**config.mk**
```make
export PLATFORM = sky130hd
export DESIGN_NAME = enc_8b10b_packer
export DESIGN_NICKNAME = d
export VERILOG_FILES = /design/src/design/e8b10b_pkg.sv /design/src/design/e8b10b_front.sv /design/src/design/e8b10b_fifo.sv /design/src/design/e8b10b_back.sv /design/src/design/enc_8b10b_packer.sv
export SDC_FILE = /design/constraint.sdc
export NUM_CORES = 1
export LEC_CHECK = 0
export BUFFER_PORTS_ARGS = -buffer_cell sky130_fd_sc_hd__buf_4
export CAP_MARGIN = 15
export CELL_PAD_IN_SITES_DETAIL_PLACEMENT = 1
export CELL_PAD_IN_SITES_GLOBAL_PLACEMENT = 2
export CORE_UTILIZATION = 45
export CTS_CLUSTER_SIZE = 25
export DETAILED_ROUTE_END_ITERATION = 6
export PLACE_DENSITY_LB_ADDON = 0.25
export SYNTH_ARGS = -nofsm -noshare
export SYNTH_HDL_FRONTEND = slang
export SYNTH_SLANG_ARGS = --single-unit
```
**constraint.sdc**
```tcl
create_clock -name clk -period 21.9 [get_ports clk]
set_input_delay 0 -clock clk [delete_from_list [all_inputs] [get_ports clk]]
set_output_delay 0 -clock clk [all_outputs]
set_load 0.03 [all_outputs]
```
**src/design/e8b10b_pkg.sv**
```systemverilog
// Shared types, code tables and helper functions for the 8b/10b packer.
package e8b10b_pkg;

  localparam int SYM_W    = 10;
  localparam int BYTE_W   = 8;
  localparam int GROUP_W  = 4 * SYM_W;
  localparam int HOLD_W   = 3 * SYM_W;
  localparam int BYTES_PER_GROUP = GROUP_W / BYTE_W;
  localparam int IDX_W    = $clog2(BYTES_PER_GROUP);

  localparam logic [IDX_W-1:0] LAST_IDX = IDX_W'(BYTES_PER_GROUP - 1);
  localparam logic [1:0]       HELD_FULL = 2'd3;

  localparam logic [4:0] X_D07  = 5'd7;
  localparam logic [4:0] X_D11  = 5'd11;
  localparam logic [4:0] X_D13  = 5'd13;
  localparam logic [4:0] X_D14  = 5'd14;
  localparam logic [4:0] X_D17  = 5'd17;
  localparam logic [4:0] X_D18  = 5'd18;
  localparam logic [4:0] X_D20  = 5'd20;
  localparam logic [2:0] Y_P7   = 3'd7;
  localparam logic [3:0] Y_D3   = 4'd3;
  localparam logic [3:0] Y_A7   = 4'd8;

  typedef logic [GROUP_W-1:0] group_t;
  typedef logic [SYM_W-1:0]   symbol_t;

  function automatic logic [5:0] six_neg(input logic [4:0] x);
    logic [5:0] c;
    unique case (x)
      5'd0:  c = 6'h27;  5'd1:  c = 6'h1D;  5'd2:  c = 6'h2D;  5'd3:  c = 6'h31;
      5'd4:  c = 6'h35;  5'd5:  c = 6'h29;  5'd6:  c = 6'h19;  5'd7:  c = 6'h38;
      5'd8:  c = 6'h39;  5'd9:  c = 6'h25;  5'd10: c = 6'h15;  5'd11: c = 6'h34;
      5'd12: c = 6'h0D;  5'd13: c = 6'h2C;  5'd14: c = 6'h1C;  5'd15: c = 6'h17;
      5'd16: c = 6'h1B;  5'd17: c = 6'h23;  5'd18: c = 6'h13;  5'd19: c = 6'h32;
      5'd20: c = 6'h0B;  5'd21: c = 6'h2A;  5'd22: c = 6'h1A;  5'd23: c = 6'h3A;
      5'd24: c = 6'h33;  5'd25: c = 6'h26;  5'd26: c = 6'h16;  5'd27: c = 6'h36;
      5'd28: c = 6'h0E;  5'd29: c = 6'h2E;  5'd30: c = 6'h1E;  5'd31: c = 6'h2B;
      default: c = 6'h00;
    endcase
    return c;
  endfunction

  function automatic logic [3:0] four_neg(input logic [3:0] y);
    logic [3:0] c;
    unique case (y)
      4'd0: c = 4'hB;  4'd1: c = 4'h9;  4'd2: c = 4'h5;  4'd3: c = 4'hC;
      4'd4: c = 4'hD;  4'd5: c = 4'hA;  4'd6: c = 4'h6;  4'd7: c = 4'hE;
      4'd8: c = 4'h7;
      default: c = 4'h0;
    endcase
    return c;
  endfunction

  function automatic logic [2:0] ones6(input logic [5:0] v);
    logic [2:0] n;
    n = '0;
    for (int i = 0; i < 6; i++) begin
      n = n + 3'(v[i]);
    end
    return n;
  endfunction

  function automatic logic [2:0] ones4(input logic [3:0] v);
    logic [2:0] n;
    n = '0;
    for (int i = 0; i < 4; i++) begin
      n = n + 3'(v[i]);
    end
    return n;
  endfunction

endpackage

```
**src/design/e8b10b_front.sv**
```systemverilog
// Front end: encodes each byte to a 10-bit symbol and packs four into a group.
module e8b10b_front (
  input  logic                  clk,
  input  logic                  rst_n,
  input  logic                  in_tvalid,
  output logic                  in_tready,
  input  logic [7:0]            in_tdata,
  input  logic [0:0]            in_tuser,
  output logic                  grp_valid,
  input  logic                  grp_ready,
  output e8b10b_pkg::group_t    grp_data
);
  import e8b10b_pkg::*;

  logic              rd_r, rd_nxt;
  logic [HOLD_W-1:0] shift_r, shift_nxt;
  logic [1:0]        held_r, held_nxt;

  logic              acc;
  logic              rd_in, rd_mid, rd_out;
  logic [HOLD_W-1:0] shift_in;
  logic [1:0]        held_in;
  logic [4:0]        x;
  logic [2:0]        y;
  logic [3:0]        y_sel;
  logic [5:0]        six;
  logic [3:0]        four;
  logic [2:0]        n6, n4;
  symbol_t           sym;

  assign in_tready = grp_ready;
  assign acc       = in_tvalid && in_tready;

  always_comb begin
    rd_in    = in_tuser[0] ? 1'b0 : rd_r;
    shift_in = in_tuser[0] ? '0 : shift_r;
    held_in  = in_tuser[0] ? '0 : held_r;
    x        = in_tdata[4:0];
    y        = in_tdata[7:5];

    six = six_neg(x);
    if (rd_in && (ones6(six) != 3'd3 || x == X_D07)) begin
      six = ~six;
    end
    n6 = ones6(six);
    if (n6 > 3'd3) begin
      rd_mid = 1'b1;
    end else if (n6 < 3'd3) begin
      rd_mid = 1'b0;
    end else begin
      rd_mid = rd_in;
    end

    y_sel = {1'b0, y};
    if (y == Y_P7 &&
        ((!rd_mid && (x == X_D17 || x == X_D18 || x == X_D20)) ||
         (rd_mid && (x == X_D11 || x == X_D13 || x == X_D14)))) begin
      y_sel = Y_A7;
    end
    four = four_neg(y_sel);
    if (rd_mid && (ones4(four) != 3'd2 || y_sel == Y_D3)) begin
      four = ~four;
    end
    n4 = ones4(four);
    if (n4 > 3'd2) begin
      rd_out = 1'b1;
    end else if (n4 < 3'd2) begin
      rd_out = 1'b0;
    end else begin
      rd_out = rd_mid;
    end
    sym = {six, four};

    grp_valid = acc && (held_in == HELD_FULL);
    grp_data  = {shift_in, sym};

    rd_nxt    = rd_r;
    shift_nxt = shift_r;
    held_nxt  = held_r;
    if (acc) begin
      rd_nxt = rd_out;
      if (held_in == HELD_FULL) begin
        shift_nxt = '0;
        held_nxt  = '0;
      end else begin
        shift_nxt = {shift_in[HOLD_W-SYM_W-1:0], sym};
        held_nxt  = held_in + 2'd1;
      end
    end
  end

  always_ff @(posedge clk) begin
    if (!rst_n) begin
      rd_r    <= 1'b0;
      shift_r <= '0;
      held_r  <= '0;
    end else begin
      rd_r    <= rd_nxt;
      shift_r <= shift_nxt;
      held_r  <= held_nxt;
    end
  end

  a_group_clears: assert property (@(posedge clk) disable iff (!rst_n)
    grp_valid |=> (held_r == 2'd0 && shift_r == '0))
    else $error("packer did not clear after a full group");

  a_push_on_fourth: assert property (@(posedge clk) disable iff (!rst_n)
    (acc && !in_tuser[0] && held_r == HELD_FULL) |-> grp_valid)
    else $error("fourth symbol did not emit a group");

endmodule

```
**src/design/e8b10b_fifo.sv**
```systemverilog
// Two-entry queue of packed groups between the front and back ends.
module e8b10b_fifo (
  input  logic                  clk,
  input  logic                  rst_n,
  input  logic                  push_valid,
  output logic                  push_ready,
  input  e8b10b_pkg::group_t    push_data,
  output logic                  pop_valid,
  input  logic                  pop_ready,
  output e8b10b_pkg::group_t    pop_data
);
  import e8b10b_pkg::*;

  group_t     mem_r [2];
  logic       wr_ptr_r, wr_ptr_nxt;
  logic       rd_ptr_r, rd_ptr_nxt;
  logic [1:0] count_r, count_nxt;
  logic       do_push, do_pop;

  assign push_ready = (count_r != 2'd2);
  assign pop_valid  = (count_r != 2'd0);
  assign pop_data   = mem_r[rd_ptr_r];
  assign do_push    = push_valid && push_ready;
  assign do_pop     = pop_valid && pop_ready;

  always_comb begin
    wr_ptr_nxt = do_push ? ~wr_ptr_r : wr_ptr_r;
    rd_ptr_nxt = do_pop  ? ~rd_ptr_r : rd_ptr_r;
    count_nxt  = count_r + 2'(do_push) - 2'(do_pop);
  end

  always_ff @(posedge clk) begin
    if (do_push) begin
      mem_r[wr_ptr_r] <= push_data;
    end
  end

  always_ff @(posedge clk) begin
    if (!rst_n) begin
      wr_ptr_r <= 1'b0;
      rd_ptr_r <= 1'b0;
      count_r  <= '0;
    end else begin
      wr_ptr_r <= wr_ptr_nxt;
      rd_ptr_r <= rd_ptr_nxt;
      count_r  <= count_nxt;
    end
  end

  a_count_bound: assert property (@(posedge clk) disable iff (!rst_n)
    count_r <= 2'd2)
    else $error("queue count out of range");

  a_ptr_count: assert property (@(posedge clk) disable iff (!rst_n)
    (count_r == 2'd0 || count_r == 2'd2) |-> (wr_ptr_r == rd_ptr_r))
    else $error("queue pointers disagree with count");

endmodule

```
**src/design/e8b10b_back.sv**
```systemverilog
// Back end: sends each 40-bit group as five bytes, most significant first.
module e8b10b_back (
  input  logic                  clk,
  input  logic                  rst_n,
  input  logic                  q_valid,
  output logic                  q_ready,
  input  e8b10b_pkg::group_t    q_data,
  output logic                  out_tvalid,
  input  logic                  out_tready,
  output logic [7:0]            out_tdata,
  output logic                  out_tlast
);
  import e8b10b_pkg::*;

  logic             busy_r, busy_nxt;
  logic [IDX_W-1:0] idx_r, idx_nxt;
  group_t           group_r, group_nxt;

  assign out_tvalid = busy_r;
  assign out_tdata  = group_r[GROUP_W-1 -: BYTE_W];
  assign out_tlast  = (idx_r == LAST_IDX);
  assign q_ready    = !busy_r || (out_tready && out_tlast);

  always_comb begin
    busy_nxt  = busy_r;
    idx_nxt   = idx_r;
    group_nxt = group_r;
    if (q_ready) begin
      busy_nxt  = q_valid;
      idx_nxt   = '0;
      group_nxt = q_data;
    end else if (out_tready) begin
      idx_nxt   = idx_r + IDX_W'(1);
      group_nxt = {group_r[GROUP_W-BYTE_W-1:0], BYTE_W'(0)};
    end
  end

  always_ff @(posedge clk) begin
    group_r <= group_nxt;
  end

  always_ff @(posedge clk) begin
    if (!rst_n) begin
      busy_r <= 1'b0;
      idx_r  <= '0;
    end else begin
      busy_r <= busy_nxt;
      idx_r  <= idx_nxt;
    end
  end

  a_idx_advance: assert property (@(posedge clk) disable iff (!rst_n)
    (busy_r && out_tready && !out_tlast) |=>
      (busy_r && idx_r == $past(idx_r) + IDX_W'(1)))
    else $error("byte index did not advance");

  a_idx_bound: assert property (@(posedge clk) disable iff (!rst_n)
    idx_r <= LAST_IDX)
    else $error("byte index out of range");

endmodule

```
**src/design/enc_8b10b_packer.sv**
```systemverilog
// Top level of the 8b/10b encoder with a 40-bit byte packer.
//
// Input channel in_*: one data byte per request in in_tdata, with in_tuser
// set to start a new frame (disparity goes negative, held symbols drop).
// Output channel out_*: bytes of each 40-bit group of four symbols, most
// significant first; out_tlast marks the fifth byte of a group.
// The bytes of a group pass from the packer through the group queue into
// the serializer register, then leave one per cycle while out_tready is high.
// Throughput: one input byte per cycle while the two-entry group queue has
// room; sustained, four input bytes per five output cycles while out_tready
// is high, set by the single-byte output port of the serializer.
// Reset: rst_n low at a clock edge clears disparity, the packer, the queue
// and the serializer; no byte is presented after reset until four inputs.
// When the receiver stalls, the current byte holds, the queue fills, and
// in_tready falls only once two full groups wait behind the one in flight.
module enc_8b10b_packer (
  input  logic       clk,
  input  logic       rst_n,
  input  logic       in_tvalid,
  output logic       in_tready,
  input  logic [7:0] in_tdata,   // [7:0] data_byte
  input  logic [0:0] in_tuser,   // [0] frame_start
  output logic       out_tvalid,
  input  logic       out_tready,
  output logic [7:0] out_tdata,  // [7:0] packed_byte
  output logic       out_tlast
);
  import e8b10b_pkg::*;

  logic   f_valid, f_ready;
  group_t f_data;
  logic   b_valid, b_ready;
  group_t b_data;

  e8b10b_front u_front (
    .clk       (clk),
    .rst_n     (rst_n),
    .in_tvalid (in_tvalid),
    .in_tready (in_tready),
    .in_tdata  (in_tdata),
    .in_tuser  (in_tuser),
    .grp_valid (f_valid),
    .grp_ready (f_ready),
    .grp_data  (f_data)
  );

  e8b10b_fifo u_fifo (
    .clk        (clk),
    .rst_n      (rst_n),
    .push_valid (f_valid),
    .push_ready (f_ready),
    .push_data  (f_data),
    .pop_valid  (b_valid),
    .pop_ready  (b_ready),
    .pop_data   (b_data)
  );

  e8b10b_back u_back (
    .clk        (clk),
    .rst_n      (rst_n),
    .q_valid    (b_valid),
    .q_ready    (b_ready),
    .q_data     (b_data),
    .out_tvalid (out_tvalid),
    .out_tready (out_tready),
    .out_tdata  (out_tdata),
    .out_tlast  (out_tlast)
  );

endmodule

```
# Yosys cells after proc, flatten, opt, wreduce, memory -nomap -nowiden
# Memory sizes are Yosys's and may differ from the RTL's. A register that Yosys moved wholly into a read port is not among the register bits.
# Cells that the tools add are included.
[word_totals]
ff_bits = 81
latchBits = 0
ramBits = 80
romBits = 256
wordCells = 96
mem_count = 3
[op_classes]
addsub = 20
multipliers = 0
div = 0
magnitude_cmp = 4
n_eq_ne = 14
shift = 0
n_mux = 18
bitwise_logic = 5
n_reduce_logical = 23
[memory_table]
columns = ["name", "depth", "word_bits", "rd", "rd_ports_with_merged_regs", "write_ports", "line", "source"]
rows = [
  ["(no name shown)", 32, 6, 1, 0, 0, "e8b10b_pkg.sv:30", "unique case (x)"],
  ["u_fifo.mem_r", 2, 40, 1, 1, 1, "e8b10b_fifo.sv:14", "group_t mem_r [2];"],
  ["(no name shown)", 16, 4, 1, 0, 0, "e8b10b_pkg.sv:46", "unique case (y)"],
]
[op_table]
columns = ["op", "count"]
rows = [
  ["two-way mux 40 bit", 2],
  ["two-way mux 30 bit", 2],
  ["adder 3 x 1 -> 3 bit", 12],
  ["equality test 5 x 4 -> 1 bit (second input constant)", 3],
  ["equality test 5 bit (second input constant)", 3],
  ["logical AND 1 bit", 10],
  ["two-way mux 1 bit", 9],
  ["adder 1 x 1 -> 2 bit", 4],
  ["logical OR 1 bit", 8],
  ["two-way mux 4 bit", 2],
  ["equality test 3 bit (second input constant)", 2],
  ["greater-than comparator 3 x 2 -> 1 bit (second input constant)", 2],
  ["< comparator 3 x 2 -> 1 bit (second input constant)", 2],
  ["two-way mux 6 bit", 1],
  ["inequality test 3 x 2 -> 1 bit (second input constant)", 2],
  ["inverter 6 bit", 1],
  ["equality test 5 x 3 -> 1 bit (second input constant)", 1],
  ["equality test 4 x 2 -> 1 bit (second input constant)", 1],
  ["two-way mux 2 bit", 2],
  ["inverter 4 bit", 1],
  ["nonzero test 2 bit", 2],
  ["adder 3 x 1 -> 3 bit (second input constant)", 1],
  ["inverter 1 bit", 3],
  ["adder 2 x 1 -> 2 bit", 1],
  ["6 further kinds", 7],
]

# Longest topological paths before layout
# An unclocked memory read counts as a cell.
[logic_depth]
depth_word = 37
ltp_mapped = 31
depth_no_buf = 30

# Hierarchy
# A second synthesis with hierarchy kept.
[hier_totals]
cells_unflattened = 688
hier_area_um2 = 8388.0
[modules_own_cells]
columns = ["module", "instances", "cells_per_inst", "area_each_um2", "seq_area_each_um2"]
rows = [
  ["e8b10b_fifo", 1, 148, 3133.0, 2502.4],
  ["e8b10b_front", 1, 309, 2666.3, 660.6],
  ["e8b10b_back", 1, 231, 2588.7, 1281.2],
]

# Worst setup path before layout
# OpenSTA, ideal clock, no wires.
[synth_path]
path_kind = "input-to-reg"
from = "input in_tdata[3]"
to = "register u_front.rd_r"
setup_time_ns = 0.065
arrival_ns = 6.971
t_required_ns = 21.835
path_slack_ns = 14.864
stages = 31
cell_sequence = "buf_4 buf_2 mux2i_1 mux2i_1 mux2i_1 ha_1 inv_1 fa_1 inv_1 fa_1 fa_1 nand2_1 o311ai_4 xor2_1 fa_1 fa_1 inv_1 fa_1 and4bb_1 or2_0 clkbuf_1 and4b_1 nor3_2 inv_1 fa_1 ha_1 nand2_1 nor2_1 a211oi_1 a21oi_1 nor2b_1"
[synth_between]
elab_cells_between_ends = 54
cone_classes = "add/sub: 16; order compare: 4; eq/ne: 10; mux: 7; bitwise: 2; reduce/logical: 13; memory: 2"
[synth_rtl]
columns = ["item", "line", "source"]
rows = [
  ["start: declaration", "enc_8b10b_packer.sv:21", "input logic [7:0] in_tdata,"],
  ["memory read (32 x 6 bit)", "-", ""],
  ["adder 1 x 1 -> 2 bit", "e8b10b_pkg.sv:59", "n = n + 3'(v[i]);"],
  ["adder 3 x 1 -> 3 bit (4 in series)", "e8b10b_pkg.sv:59", ""],
  ["inequality test 3 x 2 -> 1 bit", "e8b10b_front.sv:42", "if (rd_in && (ones6(six) != 3'd3 || x == X_D07)) begin"],
  ["logical OR 1 bit", "e8b10b_front.sv:42", ""],
  ["logical AND 1 bit", "e8b10b_front.sv:42", ""],
  ["two-way mux 6 bit", "e8b10b_front.sv:42", ""],
  ["adder 1 x 1 -> 2 bit", "e8b10b_pkg.sv:59", ""],
  ["[... 17 more ...]", "-", ""],
  ["logical OR 1 bit", "e8b10b_front.sv:61", "if (rd_mid && (ones4(four) != 3'd2 || y_sel == Y_D3)) begin"],
  ["logical AND 1 bit", "e8b10b_front.sv:61", ""],
  ["two-way mux 4 bit *", "e8b10b_front.sv:61", ""],
  ["named net f_data[2]", "enc_8b10b_packer.sv:31", "group_t f_data;"],
  ["adder 3 x 1 -> 3 bit * (2 in series)", "e8b10b_pkg.sv:68", "n = n + 3'(v[i]);"],
  ["< comparator 3 x 2 -> 1 bit", "e8b10b_front.sv:67", "end else if (n4 < 3'd2) begin"],
  ["two-way mux 1 bit", "e8b10b_front.sv:67", ""],
  ["two-way mux 1 bit *", "e8b10b_front.sv:65", "if (n4 > 3'd2) begin"],
  ["end signal: assignment", "e8b10b_front.sv:98", "rd_r <= rd_nxt;"],
  ["end: declaration", "e8b10b_front.sv:15", "logic rd_r, rd_nxt;"],
]
# The timed path passes the listed nets; every way through them passes the cells marked *.
# A chain may end at the register's enable or synchronous reset.

# Final worst setup path
[layout_path]
from = "input in_tdata[1]"
to = "register u_front.rd_r"
# The elaborated chain is that of the path after synthesis.

==> impl_metrics.env <==
export IMPL_status="completed"
export IMPL_drc_errors=0
export IMPL_synth_warnings=0
export IMPL_design_die_area_um2=17000
export IMPL_final_cells=839
export IMPL_placed_cell_area_um2=7720
export IMPL_numCtsBuffers=17
export IMPL_cp_slowest_stage_delay_ps=500
export IMPL_io_pins=24
export IMPL_cts_htree_levels=4
export IMPL_worstPathMaxFanout=10
export IMPL_cts_resized=0
export IMPL_crit_path_frequent_cell="fa_1"
export IMPL_antenna_cells=0
export IMPL_cts_tree="yes"
export IMPL_syn_area_per_cell_um2=12.3
export IMPL_async_flop_share=0
export IMPL_worstMarginPinSlew_ps=1130
export IMPL_slew_headroom=0.249
export IMPL_std_cell_rows=46
export IMPL_syn_area_um2=7430
export IMPL_clk_insertion_delay_late_ps=420
export IMPL_finalSetupTns_ps=0
export IMPL_post_cts_buffers=0
export IMPL_critical_path_class="input pin to register"
export IMPL_cts_root_buf="clkbuf_16"
export IMPL_ys_seq_area_frac=0.598
export IMPL_via_count=4441
export IMPL_die_h_um=130
export IMPL_core_um2=16000
export IMPL_grt_use_total=0.193
export IMPL_power_leakage_uw=0.00306
export IMPL_io_buffer_count=23
export IMPL_syn_to_final_growth_pct=12.2
export IMPL_crit_path_end_kind="register"
export IMPL_cts_sinks=162
export IMPL_nets=649
export IMPL_gp_congestion=0.803
export IMPL_grt_overflow=0
export IMPL_worstSetupStartpointType="input pin"
export IMPL_slowest_stage="fa_1"
export IMPL_path_buf_inv=6
export IMPL_final_cell_area_um2=8340
export IMPL_wl_per_cell_um=18.0
export IMPL_cp_required_ps=22260
export IMPL_routed_via_density=5.29
export IMPL_peakVddDrop_uv=57.6
export IMPL_cts_buffer_depth=2
export IMPL_drive_above_1_share=0.116
export IMPL_ys_types=57
export IMPL_grt_antenna_before_repair=0
export IMPL_synth_ff_type="edfxtp_1"
export IMPL_place_inst=806
export IMPL_synth_edf_count=120
export IMPL_clk_pin_slew_worst_paths_ps=60
export IMPL_gr_usage_met2=0.350
export IMPL_synthCells=603
export IMPL_grt_max_degree=75
export IMPL_worst_clock_skew_ps=8.91
export IMPL_synth_seq_cells=162
export IMPL_fmax_ghz=0.137
export IMPL_final_common_cell="edfxtp_1"
export IMPL_slew_violations=0
export IMPL_grt_busiest_layer="met2"
export IMPL_setup_violations=0
export IMPL_period_minus_slack_ps=7280
export IMPL_postCtsHoldBufs=1
export IMPL_first_global_vias=4699
export IMPL_met3_usage=0.0391
export IMPL_use_met1=0.230
export IMPL_routed_wl_um=15100
export IMPL_die_w_um=130
export IMPL_drt_pass1_iter_count=4
export IMPL_crit_family="adder cells"
export IMPL_hold_path_class="input pin to register"
export IMPL_arrival_ps=7640
export IMPL_timing_hold_violations_final=0
export IMPL_dp_hpwl_um=9260
export IMPL_grt_pass1_wl_um=24600
export IMPL_maxCapViolCount=0
export IMPL_synth_nets=642
export IMPL_regToRegSetupSlack_ps=17080
export IMPL_rsz0062_at_grt="false"
export IMPL_final_cell_mix="edfxtp_1, nor2b_1, nand2_1"
export IMPL_cellPowerDensity_nw_per_um2=118
export IMPL_finalCritPeriodShare=0.332
export IMPL_final_antenna_net_count=0
export IMPL_drt_iter0_markers=207
export IMPL_initial_utilization=0.464
==> stage by stage <==
step	hold WS [ps]	utilization	setup WS [ps]	total power, uW
after CTS	37.4	0.521	14560	993
after global placement	296	0.483	14420	680
after detailed placement	309	0.483	14130	693
after global routing	68.6	0.521	14060	1040
after floorplan	148	-	14860	621
final	49.5	0.521	14620	981
==> worst reg2reg max path: cells and delay by family, from the launching register on <==
kind	cells	cell delay, ps
and+or+nand+nor	7	1290
adders and majority gates	5	2060
AOI/OAI and AO/OA	3	490
DFF	1	420
xor gates and xnor gates	1	330
buffers and inverters	2	180
==> synthesized netlist by cell type, types with 2 or more instances <==
cell type	count	area share
edfxtp_1	120	0.49
nor2b_1	58	0.049
nand2_1	53	0.027
mux2i_1	52	0.070
dfxtp_1	42	0.11
o21ai_0	37	0.025
inv_1	30	0.015
nor2_1	23	0.012
a22oi_1	22	0.022
clkbuf_1	21	0.011
ha_1	19	0.032
buf_4	11	0.011
and2_1	10	0.0084
nand3_1	8	0.0054
xor2_1	8	0.0094
fa_1	7	0.019
xnor2_1	6	0.0071
a21oi_1	5	0.0034
buf_1	5	0.0025
a21boi_0	4	0.0040
nand2b_1	4	0.0034
nor3_1	4	0.0027
and3_1	3	0.0025
nor3b_1	3	0.0030
o211a_1	3	0.0040
o22ai_1	3	0.0025
or2_2	3	0.0025
a211oi_1	2	0.0020
a31oi_1	2	0.0017
a32o_1	2	0.0027
and3b_1	2	0.0024
buf_2	2	0.0013
nor4_1	2	0.0017
o21a_1	2	0.0020
o21ai_1	2	0.0013
o41ai_1	2	0.0024
==> report_power, final <==
group / switching, uW / internal (uW)
Clock: 118 / 182
Combinational: 164 / 96.2
Sequential: 20.8 / 400
Total: 302 / 678
==> final cells by class <==
cell class	count	area [um^2]
well taps	216	270
fillers	1683	7660
repair buffers	28	213
inverters	30	113
clock buffers	19	443
multi-input cells	371	2690
flip-flops and latches	162	4450
clock inverters	13	160
==> metal layers <==
layer,up-vias,share of wire
met5,-,0
met4,0,0.013
met3,16,0.025
met2,67,0.52
met1,2209,0.44
li1,2149,-
==> cells by family (layout without fill, tap and decap cells) <==
group           count (synthesis)  after routing  synth area share
buf+inv                        70             90            0.0423
compound gates                 93             93            0.0844
simple gates                  185            185             0.135
xor+xnor                       14             14            0.0165
mux                            53             53            0.0731
fa+ha+maj                      26             26            0.0509
flops                         162            162             0.598
==> sequential cells by signal, summed over array words and instances (netlist names), named ones only <==
name and cells:
u_back.group_r 40, u_front.held_r 2, u_fifo.mem_r 80, u_back.idx_r 3, u_front.shift_r 30, u_front.rd_r 1
u_fifo.rd_ptr_r 1, u_back.out_tvalid 1, u_fifo.count_r 2, u_fifo.wr_ptr_r 1
==> final timing paths <==
kind / from / to / cells past startpoint
worst min-delay path: rst_n / u_front.held_r[0]$_SDFFE_PN0P_ / 2
worst min register to register: u_front.held_r[1]$_SDFFE_PN0P_ / u_front.held_r[1]$_SDFFE_PN0P_ / 2
worst max-delay path: in_tdata[1] / u_front.rd_r$_SDFFE_PN0P_ / 31
worst max register to register: u_front.rd_r$_SDFFE_PN0P_ / u_front.rd_r$_SDFFE_PN0P_ / 18
No activity file was read; power rests on OpenSTA's default activity.
